===== config.mk =====
export PLATFORM = sky130hd
export DESIGN_NAME = proth_small_prime_divisibility
export DESIGN_NICKNAME = d
export VERILOG_FILES = /design/src/hw/rtl/pspd_pkg.sv /design/src/hw/rtl/pspd_mulmod.sv /design/src/hw/rtl/pspd_datapath.sv /design/src/hw/rtl/pspd_ctrl.sv /design/src/hw/rtl/proth_small_prime_divisibility.sv
export SDC_FILE = /design/constraint.sdc
export NUM_CORES = 2
export LEC_CHECK = 0
export ABC_AREA = 1
export BUFFER_PORTS_ARGS = -buffer_cell sky130_fd_sc_hd__clkbuf_2
export CAP_MARGIN = 20
export CORE_MARGIN = 8
export CORE_UTILIZATION = 30
export CTS_BUF_LIST = sky130_fd_sc_hd__clkbuf_4
export DETAILED_ROUTE_END_ITERATION = 12
export GPL_TIMING_DRIVEN = 0
export MAX_ROUTING_LAYER = met4
export PLACE_DENSITY = 0.5
export SLEW_MARGIN = 10
export SYNTH_ARGS = -nofsm -noshare
export SYNTH_HDL_FRONTEND = slang
export SYNTH_SLANG_ARGS = --single-unit

===== constraint.sdc =====
create_clock -name clk -period 16.5 [get_ports clk]
set_input_delay 1.65 -clock clk [delete_from_list [all_inputs] [get_ports clk]]
set_output_delay 1.65 -clock clk [all_outputs]
set_load 0.05 [all_outputs]

===== src/hw/rtl/pspd_pkg.sv =====
// ----------------------------------------------------------------------------
// pspd_pkg
// Shared types and constants for the Proth small-prime divisibility block.
// ----------------------------------------------------------------------------
package pspd_pkg;

  localparam int unsigned WORD_W = 64;
  localparam int unsigned EXP_W  = 32;
  localparam int unsigned BIT_W  = 6;

  typedef enum logic [3:0] {
    ST_IDLE,
    ST_KMOD,
    ST_KWAIT,
    ST_KTEST,
    ST_P1_TEST,
    ST_P1_MWAIT,
    ST_P1_SWAIT,
    ST_TGT_WAIT,
    ST_P2_TEST,
    ST_P2_MWAIT,
    ST_P2_SWAIT,
    ST_DONE
  } state_t;

  // Datapath operations
  typedef enum logic [3:0] {
    OP_NONE,
    OP_LOAD,
    OP_KMOD,
    OP_KRED,
    OP_MUL,
    OP_MUL_DONE,
    OP_SQR,
    OP_SQR_DONE,
    OP_TGT,
    OP_P2_INIT
  } op_t;

  typedef struct packed {
    op_t op;
  } cmd_t;

  typedef struct packed {
    logic mm_done;   // modular product unit finished
    logic p_even;
    logic k_zero;
    logic e_zero;    // exponent shift register exhausted
    logic e_lsb;
    logic divides;
  } status_t;

endpackage


===== src/hw/rtl/pspd_mulmod.sv =====
// ----------------------------------------------------------------------------
// pspd_mulmod
// Bit-serial modular product (a*b) mod m, one multiplier bit per cycle, MSB
// first; also used for k mod p by treating k as b with a = 1.
// ----------------------------------------------------------------------------
module pspd_mulmod
  import pspd_pkg::*;
(
  input  logic              clk,
  input  logic              rst_n,
  input  logic              go,
  input  logic [WORD_W-1:0] a,
  input  logic [WORD_W-1:0] b,
  input  logic [WORD_W-1:0] m,
  output logic              done,
  output logic [WORD_W-1:0] prod
);

  logic [WORD_W-1:0] acc_r, acc_nxt;
  logic [WORD_W-1:0] a_r, a_nxt;
  logic [WORD_W-1:0] b_r, b_nxt;
  logic [BIT_W-1:0]  cnt_r, cnt_nxt;
  logic              busy_r, busy_nxt;
  logic              done_r, done_nxt;
  logic [WORD_W-1:0] dbl, gap1, gap2;

  always_comb begin
    gap1 = m - acc_r;
    dbl  = (acc_r >= gap1) ? acc_r - gap1 : acc_r + acc_r;
    gap2 = m - a_r;
    acc_nxt  = acc_r;
    a_nxt    = a_r;
    b_nxt    = b_r;
    cnt_nxt  = cnt_r;
    busy_nxt = busy_r;
    done_nxt = 1'b0;
    if (go) begin
      acc_nxt  = '0;
      a_nxt    = a;
      b_nxt    = b;
      cnt_nxt  = '0;
      busy_nxt = 1'b1;
    end else if (busy_r) begin
      if (b_r[WORD_W-1])
        acc_nxt = (dbl >= gap2) ? dbl - gap2 : dbl + a_r;
      else
        acc_nxt = dbl;
      b_nxt   = {b_r[WORD_W-2:0], 1'b0};
      cnt_nxt = cnt_r + 1'b1;
      if (cnt_r == BIT_W'(WORD_W - 1)) begin
        busy_nxt = 1'b0;
        done_nxt = 1'b1;
      end
    end
  end

  always_ff @(posedge clk) begin
    if (!rst_n) begin
      busy_r <= 1'b0;
      done_r <= 1'b0;
    end else begin
      busy_r <= busy_nxt;
      done_r <= done_nxt;
    end
    acc_r <= acc_nxt;
    a_r   <= a_nxt;
    b_r   <= b_nxt;
    cnt_r <= cnt_nxt;
  end

  assign done = done_r;
  assign prod = acc_r;

endmodule


===== src/hw/rtl/pspd_datapath.sv =====
// ----------------------------------------------------------------------------
// pspd_datapath
// Operand registers, the exponent shifter and the shared modular product unit.
// ----------------------------------------------------------------------------
module pspd_datapath
  import pspd_pkg::*;
(
  input  logic              clk,
  input  logic              rst_n,
  input  cmd_t              cmd,
  input  logic [WORD_W-1:0] in_multiplier,
  input  logic [EXP_W-1:0]  in_exponent,
  input  logic [WORD_W-1:0] in_divisor,
  output status_t           sts
);

  logic [WORD_W-1:0] k_r, k_nxt, p_r, p_nxt, acc_r, acc_nxt, sq_r, sq_nxt;
  logic [WORD_W-1:0] tgt_r, tgt_nxt, e_r, e_nxt;
  logic [EXP_W-1:0]  n_r, n_nxt;
  logic              go;
  logic [WORD_W-1:0] ma, mb, prod;
  logic              mdone;

  pspd_mulmod u_mm (
    .clk  (clk), .rst_n(rst_n), .go(go), .a(ma), .b(mb), .m(p_r),
    .done (mdone), .prod(prod)
  );

  always_comb begin
    k_nxt = k_r; p_nxt = p_r; acc_nxt = acc_r; sq_nxt = sq_r;
    tgt_nxt = tgt_r; e_nxt = e_r; n_nxt = n_r;
    go = 1'b0; ma = '0; mb = '0;
    case (cmd.op)
      OP_LOAD: begin
        k_nxt = in_multiplier; p_nxt = in_divisor; n_nxt = in_exponent;
      end
      OP_KMOD: begin
        go = 1'b1; ma = WORD_W'(1); mb = k_r;
      end
      OP_KRED: begin
        sq_nxt = prod; acc_nxt = WORD_W'(1);
        e_nxt = p_r - WORD_W'(2);
      end
      OP_MUL: begin
        go = 1'b1; ma = acc_r; mb = sq_r;
      end
      // take acc*sq and launch sq*sq in the same cycle
      OP_MUL_DONE: begin
        acc_nxt = prod;
        go = 1'b1; ma = sq_r; mb = sq_r;
      end
      OP_SQR: begin
        go = 1'b1; ma = sq_r; mb = sq_r;
      end
      OP_SQR_DONE: begin
        sq_nxt = prod; e_nxt = e_r >> 1;
      end
      OP_TGT: begin
        go = 1'b1; ma = p_r - WORD_W'(1); mb = acc_r;
      end
      OP_P2_INIT: begin
        tgt_nxt = prod; acc_nxt = WORD_W'(1); sq_nxt = WORD_W'(2);
        e_nxt = {{(WORD_W-EXP_W){1'b0}}, n_r};
      end
      default: ;
    endcase
  end

  always_ff @(posedge clk) begin
    k_r <= k_nxt; p_r <= p_nxt; acc_r <= acc_nxt; sq_r <= sq_nxt;
    tgt_r <= tgt_nxt; e_r <= e_nxt; n_r <= n_nxt;
  end

  assign sts.mm_done = mdone;
  assign sts.p_even  = ~p_r[0];
  assign sts.k_zero  = (sq_r == '0);
  assign sts.e_zero  = (e_r == '0);
  assign sts.e_lsb   = e_r[0];
  assign sts.divides = (acc_r == tgt_r);

endmodule


===== src/hw/rtl/pspd_ctrl.sv =====
// ----------------------------------------------------------------------------
// pspd_ctrl
// Sequencer for the two modular powers and the final compare.
// ----------------------------------------------------------------------------
module pspd_ctrl
  import pspd_pkg::*;
(
  input  logic    clk,
  input  logic    rst_n,
  input  logic    start,
  input  status_t sts,
  output cmd_t    cmd,
  output logic    busy,
  output logic    out_valid,
  output logic    out_divides
);

  state_t st_r, st_nxt;
  logic   res_r, res_nxt;

  always_comb begin
    st_nxt = st_r;
    case (st_r)
      ST_IDLE:     if (start) st_nxt = ST_KMOD;
      ST_KMOD:     st_nxt = sts.p_even ? ST_DONE : ST_KWAIT;
      ST_KWAIT:    if (sts.mm_done) st_nxt = ST_KTEST;
      ST_KTEST:    st_nxt = sts.k_zero ? ST_DONE : ST_P1_TEST;
      ST_P1_TEST:  st_nxt = sts.e_zero ? ST_TGT_WAIT :
                            (sts.e_lsb ? ST_P1_MWAIT : ST_P1_SWAIT);
      ST_P1_MWAIT: if (sts.mm_done) st_nxt = ST_P1_SWAIT;
      ST_P1_SWAIT: if (sts.mm_done) st_nxt = ST_P1_TEST;
      ST_TGT_WAIT: if (sts.mm_done) st_nxt = ST_P2_TEST;
      ST_P2_TEST:  st_nxt = sts.e_zero ? ST_DONE :
                            (sts.e_lsb ? ST_P2_MWAIT : ST_P2_SWAIT);
      ST_P2_MWAIT: if (sts.mm_done) st_nxt = ST_P2_SWAIT;
      ST_P2_SWAIT: if (sts.mm_done) st_nxt = ST_P2_TEST;
      ST_DONE:     st_nxt = ST_IDLE;
      default:     st_nxt = ST_IDLE;
    endcase
  end

  always_comb begin
    cmd.op = OP_NONE;
    case (st_r)
      ST_IDLE:     if (start) cmd.op = OP_LOAD;
      ST_KMOD:     if (!sts.p_even) cmd.op = OP_KMOD;
      ST_KWAIT:    if (sts.mm_done) cmd.op = OP_KRED;
      ST_P1_TEST: begin
        if (sts.e_zero)     cmd.op = OP_TGT;
        else if (sts.e_lsb) cmd.op = OP_MUL;
        else                cmd.op = OP_SQR;
      end
      ST_P2_TEST: begin
        if (!sts.e_zero)
          cmd.op = sts.e_lsb ? OP_MUL : OP_SQR;
      end
      ST_P1_MWAIT, ST_P2_MWAIT: if (sts.mm_done) cmd.op = OP_MUL_DONE;
      ST_P1_SWAIT, ST_P2_SWAIT: if (sts.mm_done) cmd.op = OP_SQR_DONE;
      ST_TGT_WAIT: if (sts.mm_done) cmd.op = OP_P2_INIT;
      default:     cmd.op = OP_NONE;
    endcase
  end

  always_comb begin
    res_nxt = res_r;
    if (st_r == ST_IDLE && start) res_nxt = 1'b0;
    if (st_r == ST_P2_TEST && sts.e_zero) res_nxt = sts.divides;
  end

  always_ff @(posedge clk) begin
    if (!rst_n) begin
      st_r <= ST_IDLE; res_r <= 1'b0;
    end else begin
      st_r <= st_nxt; res_r <= res_nxt;
    end
  end

  assign busy        = (st_r != ST_IDLE);
  assign out_valid   = (st_r == ST_DONE);
  assign out_divides = res_r;

endmodule


===== src/hw/rtl/proth_small_prime_divisibility.sv =====
// ----------------------------------------------------------------------------
// proth_small_prime_divisibility
// Reports whether p passes the Fermat divisibility test for k*2^n+1.
// ----------------------------------------------------------------------------
// One transaction at a time: after start is taken, busy stays high until the
// one-cycle out_valid strobe, and a new start is taken the cycle after it.
// Every modular product runs in a shared bit-serial unit. Each exponent bit
// costs a squaring, plus a multiplication when the bit is set; the exponents
// are p-2 and n. Reducing k mod p and forming the target take one product each;
// an even divisor skips every modular product. The result cannot be stalled.
module proth_small_prime_divisibility
  import pspd_pkg::*;
(
  input  logic              clk,
  input  logic              rst_n,
  input  logic              start,
  output logic              busy,
  input  logic [WORD_W-1:0] in_multiplier,
  input  logic [EXP_W-1:0]  in_exponent,
  input  logic [WORD_W-1:0] in_divisor,
  output logic              out_valid,
  output logic              out_divides
);

  cmd_t    cmd;
  status_t sts;

  pspd_ctrl u_ctrl (
    .clk(clk), .rst_n(rst_n), .start(start), .sts(sts), .cmd(cmd),
    .busy(busy), .out_valid(out_valid), .out_divides(out_divides)
  );

  pspd_datapath u_dp (
    .clk(clk), .rst_n(rst_n), .cmd(cmd), .in_multiplier(in_multiplier),
    .in_exponent(in_exponent), .in_divisor(in_divisor), .sts(sts)
  );

endmodule

==> run_results.csv <==
group,metric,value,unit
run_status,status,"finished, final reports clean",
worst_setup_path,rr_endpoint,"u_dp.u_mm.prod[27]",
yosys,synth_top_area_share,31.30,%
yosys,yosysTopAreaCell,"edfxtp_1",
final_layout,nFillCells,19223,
sta,skew,140.5,ps
place,globalplace.congestion,1.058,
yosys,synth_most_common_cell,"nand2_1",
final_layout,multi_input_area,29020,um^2
worst_setup_path,path_buf_inv,11,
place,place.port_buffers,165,
place,dpl-instance-area,56200,um^2
clock_network,cts_buffers,170,
floorplan,die_w,433.1,um
hold_path,hold_path_class,"register to register",
final_layout,area_delta_synth_final,11.94,%
worst_setup_path,cp_data_arrival_time,14930,ps
sta,relSlewSlack,18.80,%
yosys,synthFlopType,"edfxtp_1",
yosys,async_flop_share,0,%
routing,remaining_drc_errors,0,
sta,fin_crit,13890,ps
yosys,synth-edff-count,544,
clock_network,clk_pin_slew_worst_paths,60,ps
routing,drt_first_iter_violations,6733,
yosys,syn_avg_cell_area,7.078,um^2
floorplan,core,173400,um^2
sta,fin_crit_sh,84.18,%
sta,finalSetupViolations,0,
sta,setup_tns,0,ps
worst_setup_path,worstRegToRegCells,46,
worst_setup_path,path_common_cell,"o21ai_0",
yosys,syn_area,52190,um^2
yosys,netlist_top_cells_count,"nand2_1 (1,812), inv_1 (1,230), nor2_1 (847)",
sta,fmax,0.07200,GHz
global_routing,track_usage,29.58,%
global_routing,grt_pass1_wl,381.1,mm
yosys,seq_area_frac_synth,34.26,%
floorplan,start_util,30.09,%
yosys,synth_warnings,0,
clock_network,clk_latency,1240,ps
worst_setup_path,crit_start,"u_dp.p_r[0]",
worst_setup_path,critPathKind,"register to register",
worst_setup_path,r2r_setup_slack,2610,ps
routing,routed_wl,282.3,mm
sta,grt_setup_unrepaired,"no",
sta,worstMarginPinSlew,1218,ps
worst_setup_path,crit_required,17540,ps
global_routing,antenna_found_initial,38,
worst_setup_path,path_depth,46,
worst_setup_path,crit_slowest_cell,"a21boi_1",
clock_network,cts_hold_buf,0,
worst_setup_path,cpPeakStageDelay,830,ps
floorplan,io_pins,166,
routing,wl_per_cell,27.69,um
worst_setup_path,worstSetupEndpointType,"register",
hold_path,min_from,"u_dp.u_mm.cnt_r[5]",
floorplan,rows,153,
worst_setup_path,start_kind,"register",
place,hpwlAfterDp,239.2,mm
routing,dr_total_vias,54613,
clock_network,postCtsSetupBuffers,0,
worst_setup_path,cp_max_fo,10,
yosys,synthDistinctLibCells,65,
worst_setup_path,critical_path.endpoint,"u_dp.u_mm.prod[27]",
sta,timing.final.hold_violations,0,
global_routing,grt_pass1_vias,50896,
clock_network,clock_path_buffers,3,
clock_network,post_cts_resized,0,
clock_network,clock-sinks,621,
sta,finalMaxSlewViolations,0,
final_layout,nets,8192,
final_layout,register_area,17880,um^2
clock_network,cts_max_level,4,
worst_setup_path,r2r_start,"u_dp.p_r[0]",
floorplan,die_h,433.1,um
yosys,synth_area_leaders,"edfxtp_1 (31%), nand2_1 (13%), inv_1 (8.8%)",
yosys,synth_nets,7841,
clock_network,cts_root_buf,"clkbuf_4",
yosys,syn-instance-count,7373,
yosys,ys_seq_elements,621,
routing,viasPerCell,5.358,
final_layout,fin_area,58420,um^2
clock_network,cts_tree,"built",
worst_setup_path,crit_family,"compound AO/OA/AOI/OAI gates",
global_routing,grt-ovfl-total,0,
global_routing,grt_max_degree,110,
flow_run,maxCapViolCount,0,
routing,drtPass1Iterations,7,
floorplan,dieArea,187600,um^2
final_layout,layout-drive-gt1-share,7.824,%
routing,postRouteAntennaNets,0,
==> worst min-delay path by stage <==
stage	to	depth (start not counted)
final	u_dp.u_mm.done	2
after global routing	u_dp.u_mm.b_r[44]	2
after CTS	u_dp.u_mm.b_r[42]	2
after detailed placement	u_dp.u_mm.cnt_r[0]	1
after global placement	u_dp.u_mm.cnt_r[0]	1
after floorplan	u_dp.u_mm.cnt_r[0]	1
==> layout by cell type, fill, tap and decap left out, types with 60 or more instances in the layout <==
cell type	Yosys	final
edfxtp_1	544	544
nand4_1	76	76
o221ai_1	61	61
a21oi_1	518	518
xnor2_1	115	115
xor2_1	224	224
nor2_1	847	847
ha_1	302	302
nand3_1	343	343
clkbuf_1	91	90
o21ai_0	371	371
clkbuf_2	0	165
clkbuf_4	0	243
nand2_1	1812	1810
a31oi_1	60	60
dfxtp_1	77	77
inv_1	1230	1227
nor3_1	81	81
==> metrics by stage <==
stage | setup WS, ps | cells | hold slack (ps) | utilization [%]
floorplan | 8275 | 7373 | 447.5 | -
global placement | 2383 | 9863 | 474.1 | 32.24
detailed placement | 3071 | 9875 | 481.2 | 32.40
CTS | 3005 | 10171 | 468.4 | 33.65
global route | 2037 | 10187 | 485.0 | 33.67
finish | 2610 | 10193 | 477.4 | 33.68
==> tightest hold or removal path, cell delays in order (launching register included) <==
cell	delay, ps
dfxtp_1	320
nand2_1	80
nor4_1	60
==> sequential cells by signal, summed over array words and instances (netlist names), 6 cells and up <==
| register | count |
|---|---|
| u_dp.acc_r | 64 |
| u_dp.e_r | 64 |
| u_dp.k_r | 64 |
| u_dp.p_r | 64 |
| u_dp.sq_r | 64 |
| u_dp.tgt_r | 64 |
| u_dp.u_mm.a_r | 64 |
| u_dp.u_mm.b_r | 64 |
| u_dp.u_mm.prod | 64 |
| u_dp.n_r | 32 |
| u_dp.u_mm.cnt_r | 6 |
==> area by class of cell <==
type,count,area share (%)
Multi-Input combinational cell,5361,49.67
Sequential cell,621,30.60
Inverter,1248,8.040
Tap cell,2325,4.980
Clock buffer,241,3.097
Timing Repair Buffer,179,1.840
Buffer,143,1.094
Clock inverter,55,0.5911
Antenna cell,20,0.08567
==> logic make-up (layout without fill, tap and decap cells) <==
logic type,after synthesis,after routing,synth area share (%)
fa+ha+maj,305,305,7.356
compound gates,1350,1350,15.34
flops,621,621,34.26
simple gates,3367,3367,27.16
other cells,0,20,0
buf+inv,1391,1866,10.19
xor+xnor,339,339,5.689
==> metal layers <==
layer / routed length (um) / vias to the layer above / GRT usage, %
met2: 123100 / 2720 / 44.79
met1: 115100 / 26036 / 37.10
met4: 16040 / 0 / 14.10
met3: 28000 / 547 / 7.216
li1: - / 25310 / -
met5: 0 / - / -
Power is left out: the tool's default activity adds up to more than one toggle a clock period on the data nets, which glitch-free logic cannot reach.
